`src/design/iss_pkg.sv`:
```
`default_nettype none

package iss_pkg;

  // Storage size and word width of the store.
  localparam int CAPACITY   = 256;
  localparam int DATA_WIDTH = 32;

  // Derived widths: entry address, entry count, and a compare width that
  // covers both the count and the position field.
  localparam int ADDR_W = $clog2(CAPACITY);
  localparam int CNT_W  = $clog2(CAPACITY + 1);

  // Fixed widths of the item fields.
  localparam int MODE_W = 3;
  localparam int POS_W  = 9;
  localparam int VAL_W  = 32;
  localparam int STAT_W = 2;
  localparam int LEN_W  = 9;

  localparam int CMP_W = (CNT_W > POS_W) ? CNT_W : POS_W;

  // Request codes.
  typedef enum logic [MODE_W-1:0] {
    MODE_INSERT    = 3'd0,
    MODE_RM_AT     = 3'd1,
    MODE_RM_FIRST  = 3'd2,
    MODE_RM_LAST   = 3'd3,
    MODE_RM_VALUE  = 3'd4,
    MODE_REPLACE   = 3'd5
  } mode_e;

  // Result status codes.
  typedef enum logic [STAT_W-1:0] {
    ST_DONE    = 2'd0,
    ST_BAD     = 2'd1,
    ST_FULL    = 2'd2,
    ST_MISSING = 2'd3
  } status_e;

  // Finished result handed from the sequencer to the output register.
  typedef struct packed {
    logic                  valid;
    status_e               status;
    logic [VAL_W-1:0]      removed_value;
    logic [LEN_W-1:0]      length;
  } res_t;

endpackage

`default_nettype wire

```
`src/design/iss_ctrl.sv`:
```
`default_nettype none

// Request sequencer: checks each request, writes appends and replaces directly, and for other
// inserts and removals streams reads through the entry RAM and writes each word back one place up or down.
module iss_ctrl (
  input  wire logic                          clk_i,
  input  wire logic                          rst_ni,
  input  wire logic                          in_valid_i,
  output logic                               in_ready_o,
  input  wire logic [iss_pkg::MODE_W-1:0]    mode_i,
  input  wire logic [iss_pkg::POS_W-1:0]     position_i,
  input  wire logic [iss_pkg::VAL_W-1:0]     value_i,
  output iss_pkg::res_t                      res_o,
  input  wire logic                          res_ready_i,
  output logic                               ram_we_o,
  output logic [iss_pkg::ADDR_W-1:0]         ram_waddr_o,
  output logic [iss_pkg::DATA_WIDTH-1:0]     ram_wdata_o,
  output logic                               ram_re_o,
  output logic [iss_pkg::ADDR_W-1:0]         ram_raddr_o,
  input  wire logic [iss_pkg::DATA_WIDTH-1:0] ram_rdata_i
);

  import iss_pkg::*;

  typedef enum logic [2:0] {
    S_IDLE,
    S_SCAN,
    S_SHIFT,
    S_PUT,
    S_FIN
  } state_e;

  state_e                state_q;
  logic [CNT_W-1:0]      count_q;
  logic [DATA_WIDTH-1:0] val_q;
  logic [ADDR_W-1:0]     pos_q;
  logic [ADDR_W-1:0]     rd_addr_q;
  logic                  issue_q;
  logic                  rv_q;
  logic [ADDR_W-1:0]     ra_q;
  logic                  found_q;
  logic                  force_q;
  logic [DATA_WIDTH-1:0] removed_q;
  status_e               status_q;

  logic                  accept;
  logic [CMP_W-1:0]      cnt_c;
  logic [CMP_W-1:0]      pos_c;
  logic [ADDR_W-1:0]     pos_a;
  logic [ADDR_W-1:0]     last_a;
  logic                  empty;
  logic                  full;
  logic                  direct_wr;
  logic                  hit;
  mode_e                 mode;

  // Request decode helpers.
  assign accept = in_valid_i && (state_q == S_IDLE);
  assign mode   = mode_e'(mode_i);
  assign cnt_c  = CMP_W'(count_q);
  assign pos_c  = CMP_W'(position_i);
  assign pos_a  = ADDR_W'(position_i);
  assign last_a = ADDR_W'(count_q - CNT_W'(1));
  assign empty  = (count_q == '0);
  assign full   = (count_q == CNT_W'(CAPACITY));

  // Append and replace write their word in the cycle they are accepted.
  assign direct_wr = accept &&
      (((mode == MODE_INSERT) && (pos_c == cnt_c) && !full) ||
       ((mode == MODE_REPLACE) && (pos_c < cnt_c)));

  // A returning word is the one taken out when it is the first match.
  assign hit = rv_q && !found_q && (force_q || (ram_rdata_i == val_q));

  // RAM port control.
  always_comb begin
    ram_re_o    = issue_q && ((state_q == S_SCAN) || (state_q == S_SHIFT));
    ram_raddr_o = rd_addr_q;
    ram_we_o    = 1'b0;
    ram_waddr_o = pos_a;
    ram_wdata_o = DATA_WIDTH'(value_i);
    case (state_q)
      S_IDLE: begin
        ram_we_o = direct_wr;
      end
      S_SCAN: begin
        // Words past the removed one move down by one place.
        ram_we_o    = rv_q && found_q;
        ram_waddr_o = ra_q - ADDR_W'(1);
        ram_wdata_o = ram_rdata_i;
      end
      S_SHIFT: begin
        // Words from the insert point up move up by one place.
        ram_we_o    = rv_q;
        ram_waddr_o = ra_q + ADDR_W'(1);
        ram_wdata_o = ram_rdata_i;
      end
      S_PUT: begin
        ram_we_o    = 1'b1;
        ram_waddr_o = pos_q;
        ram_wdata_o = val_q;
      end
      default: begin
        ram_we_o = 1'b0;
      end
    endcase
  end

  assign in_ready_o          = (state_q == S_IDLE);
  assign res_o.valid         = (state_q == S_FIN);
  assign res_o.status        = status_q;
  assign res_o.removed_value = VAL_W'(removed_q);
  assign res_o.length        = LEN_W'(count_q);

  // Sequencer state and registered results.
  always_ff @(posedge clk_i or negedge rst_ni) begin
    if (!rst_ni) begin
      state_q   <= S_IDLE;
      count_q   <= '0;
      val_q     <= '0;
      pos_q     <= '0;
      rd_addr_q <= '0;
      issue_q   <= 1'b0;
      rv_q      <= 1'b0;
      ra_q      <= '0;
      found_q   <= 1'b0;
      force_q   <= 1'b0;
      removed_q <= '0;
      status_q  <= ST_DONE;
    end else begin
      rv_q <= ram_re_o;
      ra_q <= rd_addr_q;
      case (state_q)
        S_IDLE: begin
          if (accept) begin
            val_q     <= DATA_WIDTH'(value_i);
            pos_q     <= pos_a;
            status_q  <= ST_DONE;
            removed_q <= '0;
            found_q   <= 1'b0;
            force_q   <= 1'b1;
            issue_q   <= 1'b0;
            state_q   <= S_FIN;
            case (mode)
              MODE_INSERT: begin
                if (pos_c > cnt_c) begin
                  status_q <= ST_BAD;
                end else if (full) begin
                  status_q <= ST_FULL;
                end else if (pos_c == cnt_c) begin
                  count_q <= count_q + CNT_W'(1);
                end else begin
                  rd_addr_q <= last_a;
                  issue_q   <= 1'b1;
                  state_q   <= S_SHIFT;
                end
              end
              MODE_RM_AT: begin
                if (pos_c >= cnt_c) begin
                  status_q <= ST_BAD;
                end else begin
                  rd_addr_q <= pos_a;
                  issue_q   <= 1'b1;
                  state_q   <= S_SCAN;
                end
              end
              MODE_RM_FIRST: begin
                if (empty) begin
                  status_q <= ST_BAD;
                end else begin
                  rd_addr_q <= '0;
                  issue_q   <= 1'b1;
                  state_q   <= S_SCAN;
                end
              end
              MODE_RM_LAST: begin
                if (empty) begin
                  status_q <= ST_BAD;
                end else begin
                  rd_addr_q <= last_a;
                  issue_q   <= 1'b1;
                  state_q   <= S_SCAN;
                end
              end
              MODE_RM_VALUE: begin
                if (empty) begin
                  status_q <= ST_BAD;
                end else begin
                  rd_addr_q <= '0;
                  issue_q   <= 1'b1;
                  force_q   <= 1'b0;
                  state_q   <= S_SCAN;
                end
              end
              MODE_REPLACE: begin
                if (pos_c >= cnt_c) begin
                  status_q <= ST_BAD;
                end
              end
              default: begin
                status_q <= ST_BAD;
              end
            endcase
          end
        end
        S_SCAN: begin
          // Reads run upward to the last entry.
          if (issue_q) begin
            rd_addr_q <= rd_addr_q + ADDR_W'(1);
            if (rd_addr_q == last_a) begin
              issue_q <= 1'b0;
            end
          end
          if (hit) begin
            found_q   <= 1'b1;
            removed_q <= ram_rdata_i;
          end
          if (rv_q && (ra_q == last_a)) begin
            state_q <= S_FIN;
            if (found_q || hit) begin
              count_q <= count_q - CNT_W'(1);
            end else begin
              status_q <= ST_MISSING;
            end
          end
        end
        S_SHIFT: begin
          // Reads run downward to the insert point.
          if (issue_q) begin
            rd_addr_q <= rd_addr_q - ADDR_W'(1);
            if (rd_addr_q == pos_q) begin
              issue_q <= 1'b0;
            end
          end
          if (rv_q && (ra_q == pos_q)) begin
            state_q <= S_PUT;
          end
        end
        S_PUT: begin
          count_q <= count_q + CNT_W'(1);
          state_q <= S_FIN;
        end
        S_FIN: begin
          if (res_ready_i) begin
            state_q <= S_IDLE;
          end
        end
        default: begin
          state_q <= S_IDLE;
        end
      endcase
    end
  end

endmodule

`default_nettype wire

```
`config.mk`:
```
export PLATFORM = sky130hd
export DESIGN_NAME = iss_ctrl
export DESIGN_NICKNAME = d
export VERILOG_FILES = /design/src/design/iss_pkg.sv /design/src/design/iss_ctrl.sv
export SDC_FILE = /design/constraint.sdc
export NUM_CORES = 1
export LEC_CHECK = 0
export ABC_AREA = 0
export BUFFER_PORTS_ARGS = -buffer_cell sky130_fd_sc_hd__buf_2
export CORE_ASPECT_RATIO = 0.7
export CORE_UTILIZATION = 50
export DETAILED_ROUTE_END_ITERATION = 16
export GPL_ROUTABILITY_DRIVEN = 0
export PLACE_DENSITY = 0.83
export SETUP_SLACK_MARGIN = 0.2
export SLEW_MARGIN = 15
export SYNTH_ARGS = -nofsm -noshare
export SYNTH_HDL_FRONTEND = slang
export SYNTH_SLANG_ARGS = --single-unit
```
`constraint.sdc`:
```
create_clock -name clk_i -period 3.3 [get_ports clk_i]
set_clock_uncertainty 0.05 [all_clocks]
set_input_delay 0.33 -clock clk_i [delete_from_list [all_inputs] [get_ports clk_i]]
set_output_delay 0.33 -clock clk_i [all_outputs]
set_load 0.05 [all_outputs]
```
== Word level (Yosys, flattened, before mapping) ==
Cells that the tools add are included.
Word-level totals
  register bits after elaboration: 106
  bits in latches: 0
  bits in writable memories: 0
  memory bits (read-only): 0
  output and inout port bits: 95
  memories kept: 0
Cells by class
  add/subtract/negate cells: 6
  multiply operators: 0
  divide/modulo/power cells: 0
  $lt $le $gt $ge: 3
  eq/ne operators: 36
  shift operators: 0
  multiplexer cells: 62
  bitwise logic cells: 0
  reductions and logical operators: 34
Operators with widths (count)
  $pmux W32 S2: 2
  $mux W8: 9
  $mux W32: 2
  $mux W9: 7
  $pmux W8 S3: 2
  $eq A32 B32 Y1: 1
  $eq A8 B8 Y1: 4
  $pmux W8 S4: 1
  $mux W3: 9
  $pmux W9 S3: 1
  $ne A3 B3 Y1 const B: 6
  $add A8 B1 Y8 const B: 2
  $mux W1: 16
  $sub A8 B1 Y8 const B: 2
  $pmux W3 S5: 1
  $ne A2 B1 Y1 const B: 7
  $eq A3 B2 Y1 const B: 4
  $ne A2 B2 Y1 const B: 6
  $logic_and A1 B1 Y1: 11
  $reduce_and A11 Y1: 1
  $mux W2: 5
  $add A9 B1 Y9 const B: 1
  $eq A3 B3 Y1 const B: 3
  $eq A9 B9 Y1: 1
  other kinds (25): 37

== Depth between registers and ports, before layout ==
  word-level depth: 7
  gate-level depth with buffers: 13
  gate-level depth less buffers: 11

== Worst setup path before layout ==
Ideal clock, no wire load.
  kind: flip-flop to output port
  from: reg state_q[1]
  to: out ram_waddr_o[4] in the netlist's numbering
  arrival: 3.508 ns
  slack: -0.588 ns
  cell stages (with the launch flop): 14
  cell sequence: dfrtp_1 clkbuf_1 nor2b_1 clkbuf_1 nand2_1 clkinv_1 fa_1 nor2b_1 o21ai_0 nand2_1 xnor2_1 o21ai_0 a21oi_1 o21ai_0
Between the ends
  longest elaborated chain between the ends: 2
  elaborated cells on any way between the ends: 4
  those cells by class: eq/ne (3); mux (1)
Ends and longest elaborated chain
  start, declared: line iss_ctrl.sv:33  | state_e state_q;
  start signal, assigned: line iss_ctrl.sv:118  | state_q <= S_IDLE;
  start signal, assigned: line iss_ctrl.sv:143  | state_q <= S_FIN;
  start signal, assigned: line iss_ctrl.sv:155  | state_q <= S_SHIFT;
  $eq A3 B2 Y1 / $eq A3 B1 Y1 (equally long branches): line iss_ctrl.sv:82  | case (state_q)
  $pmux W8 S3 *: line iss_ctrl.sv:82
  end, declared: line iss_ctrl.sv:16  | output logic [iss_pkg::ADDR_W-1:0] ram_waddr_o,
Mark *: on every way between the ends. The rest lies on a longest branch, timed or not.

== Worst setup path after layout ==
  from: reg count_q[1] (netlist: cnt_c[1])
  to: reg rd_addr_q[4] (netlist: ram_raddr_o[4])
Between the ends
  longest elaborated chain between the ends: 7
  elaborated cells on any way between the ends: 20
  those cells by class: add/sub (1); order compare (2); eq/ne (8); mux (7); reduce/logical (2)
Ends and longest elaborated chain
  start, declared: line iss_ctrl.sv:34  | logic [CNT_W-1:0] count_q;
  start signal, assigned: line iss_ctrl.sv:151  | count_q <= count_q + CNT_W'(1);
  start signal, assigned: line iss_ctrl.sv:221  | count_q <= count_q - CNT_W'(1);
  start signal, assigned: line iss_ctrl.sv:240  | count_q <= count_q + CNT_W'(1);
  $sub A9 B1 Y9
  $mux W8: line iss_ctrl.sv:150  | end else if (pos_c == cnt_c) begin
  $mux W8: line iss_ctrl.sv:148  | end else if (full) begin
  $mux W8: line iss_ctrl.sv:146  | if (pos_c > cnt_c) begin
  $pmux W8 S4: line iss_ctrl.sv:144  | case (mode)
  $mux W8: line iss_ctrl.sv:135  | if (accept) begin
  $pmux W8 S3: line iss_ctrl.sv:133  | case (state_q)
  end signal, assigned: line iss_ctrl.sv:153  | rd_addr_q <= last_a;
  end signal, assigned: line iss_ctrl.sv:162  | rd_addr_q <= pos_a;
  end signal, assigned: line iss_ctrl.sv:180  | rd_addr_q <= last_a;
  end, declared: line iss_ctrl.sv:37  | logic [ADDR_W-1:0] rd_addr_q;
Parallel ways exist; a longest one is shown, timed or not. The select of a mux whose other input is x is not followed.
A chain may end at the register's enable or synchronous reset.

==> flow_metrics.tcl <==
set metrics [dict create \
    run_status "complete, no violations" \
    diodes 0 \
    rows 36 \
    synth_edf_count 0 \
    ir_drop_uv 467 \
    share_comb_of_total_power 0.630 \
    grt_use_total 0.309 \
    post_route_cells_drive_above_1_share 0.307 \
    worstPathMaxFanout 8 \
    syn-num-nets 938 \
    cts.sink_count 106 \
    grt-ovfl-total 0 \
    timing.hold.ws_ns 0.0267 \
    crit_path_end_kind "register" \
    rsz0062_at_grt "yes" \
    p_switching_w 0.00519 \
    period_share 0.924 \
    io_buffer_count 174 \
    grt_pass1_wl_um 36900 \
    postCtsHoldBufs 0 \
    internal_power_w 0.00463 \
    power_frac_seq 0.247 \
    drv_slew 0 \
    grt_max_degree 64 \
    async_flop_share 1.00 \
    drtIter0Drc 665 \
    cp_num_buf_inv 1 \
    core-area_um2 14200 \
    yosys_warnings 0 \
    cp.required_ns 3.48 \
    clk_pin_slew_ns 0.08 \
    cts_tree "done" \
    critPathMaxStageDelay_ns 0.50 \
    die_y_um 104 \
    cts_root_buf "clkbuf_16" \
    timing_worst_setup_path_type "register to register" \
    clkLatencyLatePin_ns 0.35 \
    finalPower_w 0.00982 \
    swShare 0.529 \
    cp.arrival_ns 3.23 \
    ant_nets 0 \
    drt_wl_total_um 23600 \
    synth_area_um2 7430 \
    ios 175 \
    synth-seq-cells 106 \
    synth_cells 833 \
    hpwl_um 17500 \
    worst_slew_pin_slew_ns 0.889 \
    cpLargestDelayFamily "simple AND/OR/NAND/NOR gates" \
    setup_viol 0 \
    grt_pass1_vias 6747 \
    post-place-cells 1171 \
    antenna_found_initial 0 \
    synth_flop_cell "dfrtp_1" \
    vias 7077 \
    hold_violations 0 \
    seq_area_frac_synth 0.357 \
    final.setup.tns_ns 0 \
    die_w_um 148 \
    wire_per_inst_um 19.7 \
    post-route-min-period_ns 3.05 \
    cp-start-kind "register" \
    drv_cap 0 \
    cts_max_level 3 \
    drcViolationCount 0 \
    p_leak_nw 4.51 \
    syn_to_final_growth_pct 23.0 \
    layout.nets 1109 \
    fin_ws_ns 0.250 \
    first_pass_iters 5 \
    die_area_um2 15400 \
    start_util 0.523 \
    reg2reg_slack_ns 0.25 \
    pwr_density_cell_nw_per_um2 1080 \
    dp_slack_ns 0.153 \
    max_freq_mhz 328 \
    critPathSlowestCell "or4b_4" \
    cp_cell_sequence "inv_2, ha_2, or4b_4, or3_4, nor3_4, a21oi_2, o311ai_4, a21oi_4, mux2_4" \
    final_cells 1199 \
    avgSynthCellArea_um2 8.91 \
    ys_types 70 \
    cts_buffer_depth 2 \
    clkPwrFrac 0.123 \
    min_path_type "input port to async pin" \
    drt-vias-per-instance 5.90 \
    slew_headroom 0.402 \
    numCtsBuffers 9 \
]
kinds of logic (layout without fill, tap and decap cells):
family	Yosys count	in the layout	synth area share
flip-flops	106	106	0.357
AND/OR/NAND/NOR	243	243	0.155
XOR/XNOR	89	89	0.107
multiplexers	82	82	0.121
buffers and inverters	108	284	0.0564
AO/OA/AOI/OAI	180	180	0.160
adder cells (fa/ha/maj)	25	25	0.0441
synth_stat cells, types with 4 or more instances:
master / count / share of area
mux2_2: 40 / 0.061
nand2_1: 121 / 0.061
xnor2_1: 31 / 0.037
a21oi_1: 15 / 0.010
a21o_1: 4 / 0.0040
inv_1: 59 / 0.030
o21ai_0: 73 / 0.049
dfrtp_1: 106 / 0.36
nor2_1: 33 / 0.017
mux2i_1: 37 / 0.050
o31ai_1: 4 / 0.0040
nor4_1: 19 / 0.016
clkbuf_1: 38 / 0.019
nand4_1: 5 / 0.0042
ha_1: 23 / 0.039
nor2b_1: 7 / 0.0059
buf_1: 4 / 0.0020
xor2_1: 57 / 0.067
mux2_4: 5 / 0.010
and2_1: 5 / 0.0042
or3_1: 4 / 0.0034
o211ai_1: 5 / 0.0051
nand2b_1: 5 / 0.0042
a22oi_1: 39 / 0.039
nand3_1: 16 / 0.011
nor3_1: 13 / 0.0088
buf_2: 5 / 0.0034
worst register-to-register path, delay by kind of cell (launching register included):
family,cells,cell delay [ns]
buf+inv,1,0.10
compound gates,3,0.63
fa+ha+maj,1,0.21
simple gates,3,1.14
mux,1,0.34
flops,1,0.44
final cells by class:
| type | count | area (µm²) |
|---|---|---|
| sequential | 106 | 2660 |
| clock buffer | 10 | 239 |
| tap | 190 | 238 |
| timing repair buffer | 208 | 1180 |
| multi-input combinational | 619 | 4490 |
| inverter | 60 | 230 |
| fill | 1200 | 5050 |
| clock inverter | 6 | 97.6 |
layout by cell type, fill, tap and decap left out, drive strengths merged, types with 7 or more instances in the layout:
cell type / Yosys / final
xnor2: 31 / 31
nor2b: 7 / 7
a21oi: 17 / 17
nand2: 121 / 121
inv: 59 / 61
clkbuf: 38 / 10
nor2: 33 / 33
ha: 23 / 23
nor4: 21 / 21
buf: 10 / 208
nand3: 16 / 16
mux2i: 37 / 37
nor3: 15 / 15
xor2: 57 / 57
a22oi: 39 / 39
o21ai: 76 / 76
dfrtp: 106 / 106
mux2: 45 / 45
metrics by stage:
| stage | util | cell area [µm²] |
|---|---|---|
| after floorplan | - | 7500 |
| after global placement | 0.608 | 8620 |
| after detailed placement | 0.608 | 8620 |
| after CTS | 0.636 | 9020 |
| after global routing | 0.644 | 9140 |
| final | 0.644 | 9140 |
flip-flops by register name, summed over array words and instances, names as in the netlist:
signal	count
issue_q	1
rv_q	1
pos_q	8
force_q	1
state_q	3
status_q	2
found_q	1
val_q	32
ra_q	8
ram_raddr_o	8
cnt_c	9
removed_q	32
power by group through the flow:
stage / sequential (W) / clock (W) / combinational, W
after floorplan: 0.00274 / 0 / 0.00398
after global routing: 0.00248 / 0.00127 / 0.00658
after CTS: 0.00240 / 0.00122 / 0.00599
final: 0.00243 / 0.00121 / 0.00619
after global placement: 0.00240 / 0 / 0.00580
after detailed placement: 0.00243 / 0 / 0.00589
routing by layer:
| layer | routed length [µm] | track usage | up-vias | part of all wire |
|---|---|---|---|---|
| li1 | - | - | 3250 | - |
| met4 | 452 | 0.0744 | 0 | 0.019 |
| met3 | 2470 | 0.0732 | 40 | 0.10 |
| met5 | 0 | 0 | - | 0 |
| met2 | 9570 | 0.441 | 380 | 0.41 |
| met1 | 11100 | 0.464 | 3407 | 0.47 |
timing repair:
action,4_1_cts,5_1_grt
gates resized for setup,13,11
pin swaps,2,9
setup buffers,4,8
endpoints found under the setup margin,10,13
final timing paths:
check | startpoint | end | cells past startpoint
worst max register to register | cnt_c[1] | ram_raddr_o[4] | 9
worst max-delay path | cnt_c[1] | ram_raddr_o[4] | 9
max in group asynchronous | rst_ni | cnt_c[0] | 2
worst min register to register | status_q[0] | status_q[0] | 1
min in group clk_i | value_i[31] | val_q[31] | 2
worst min-delay path | rst_ni | ram_raddr_o[6] | 1
(Power assumes the default switching activity.)
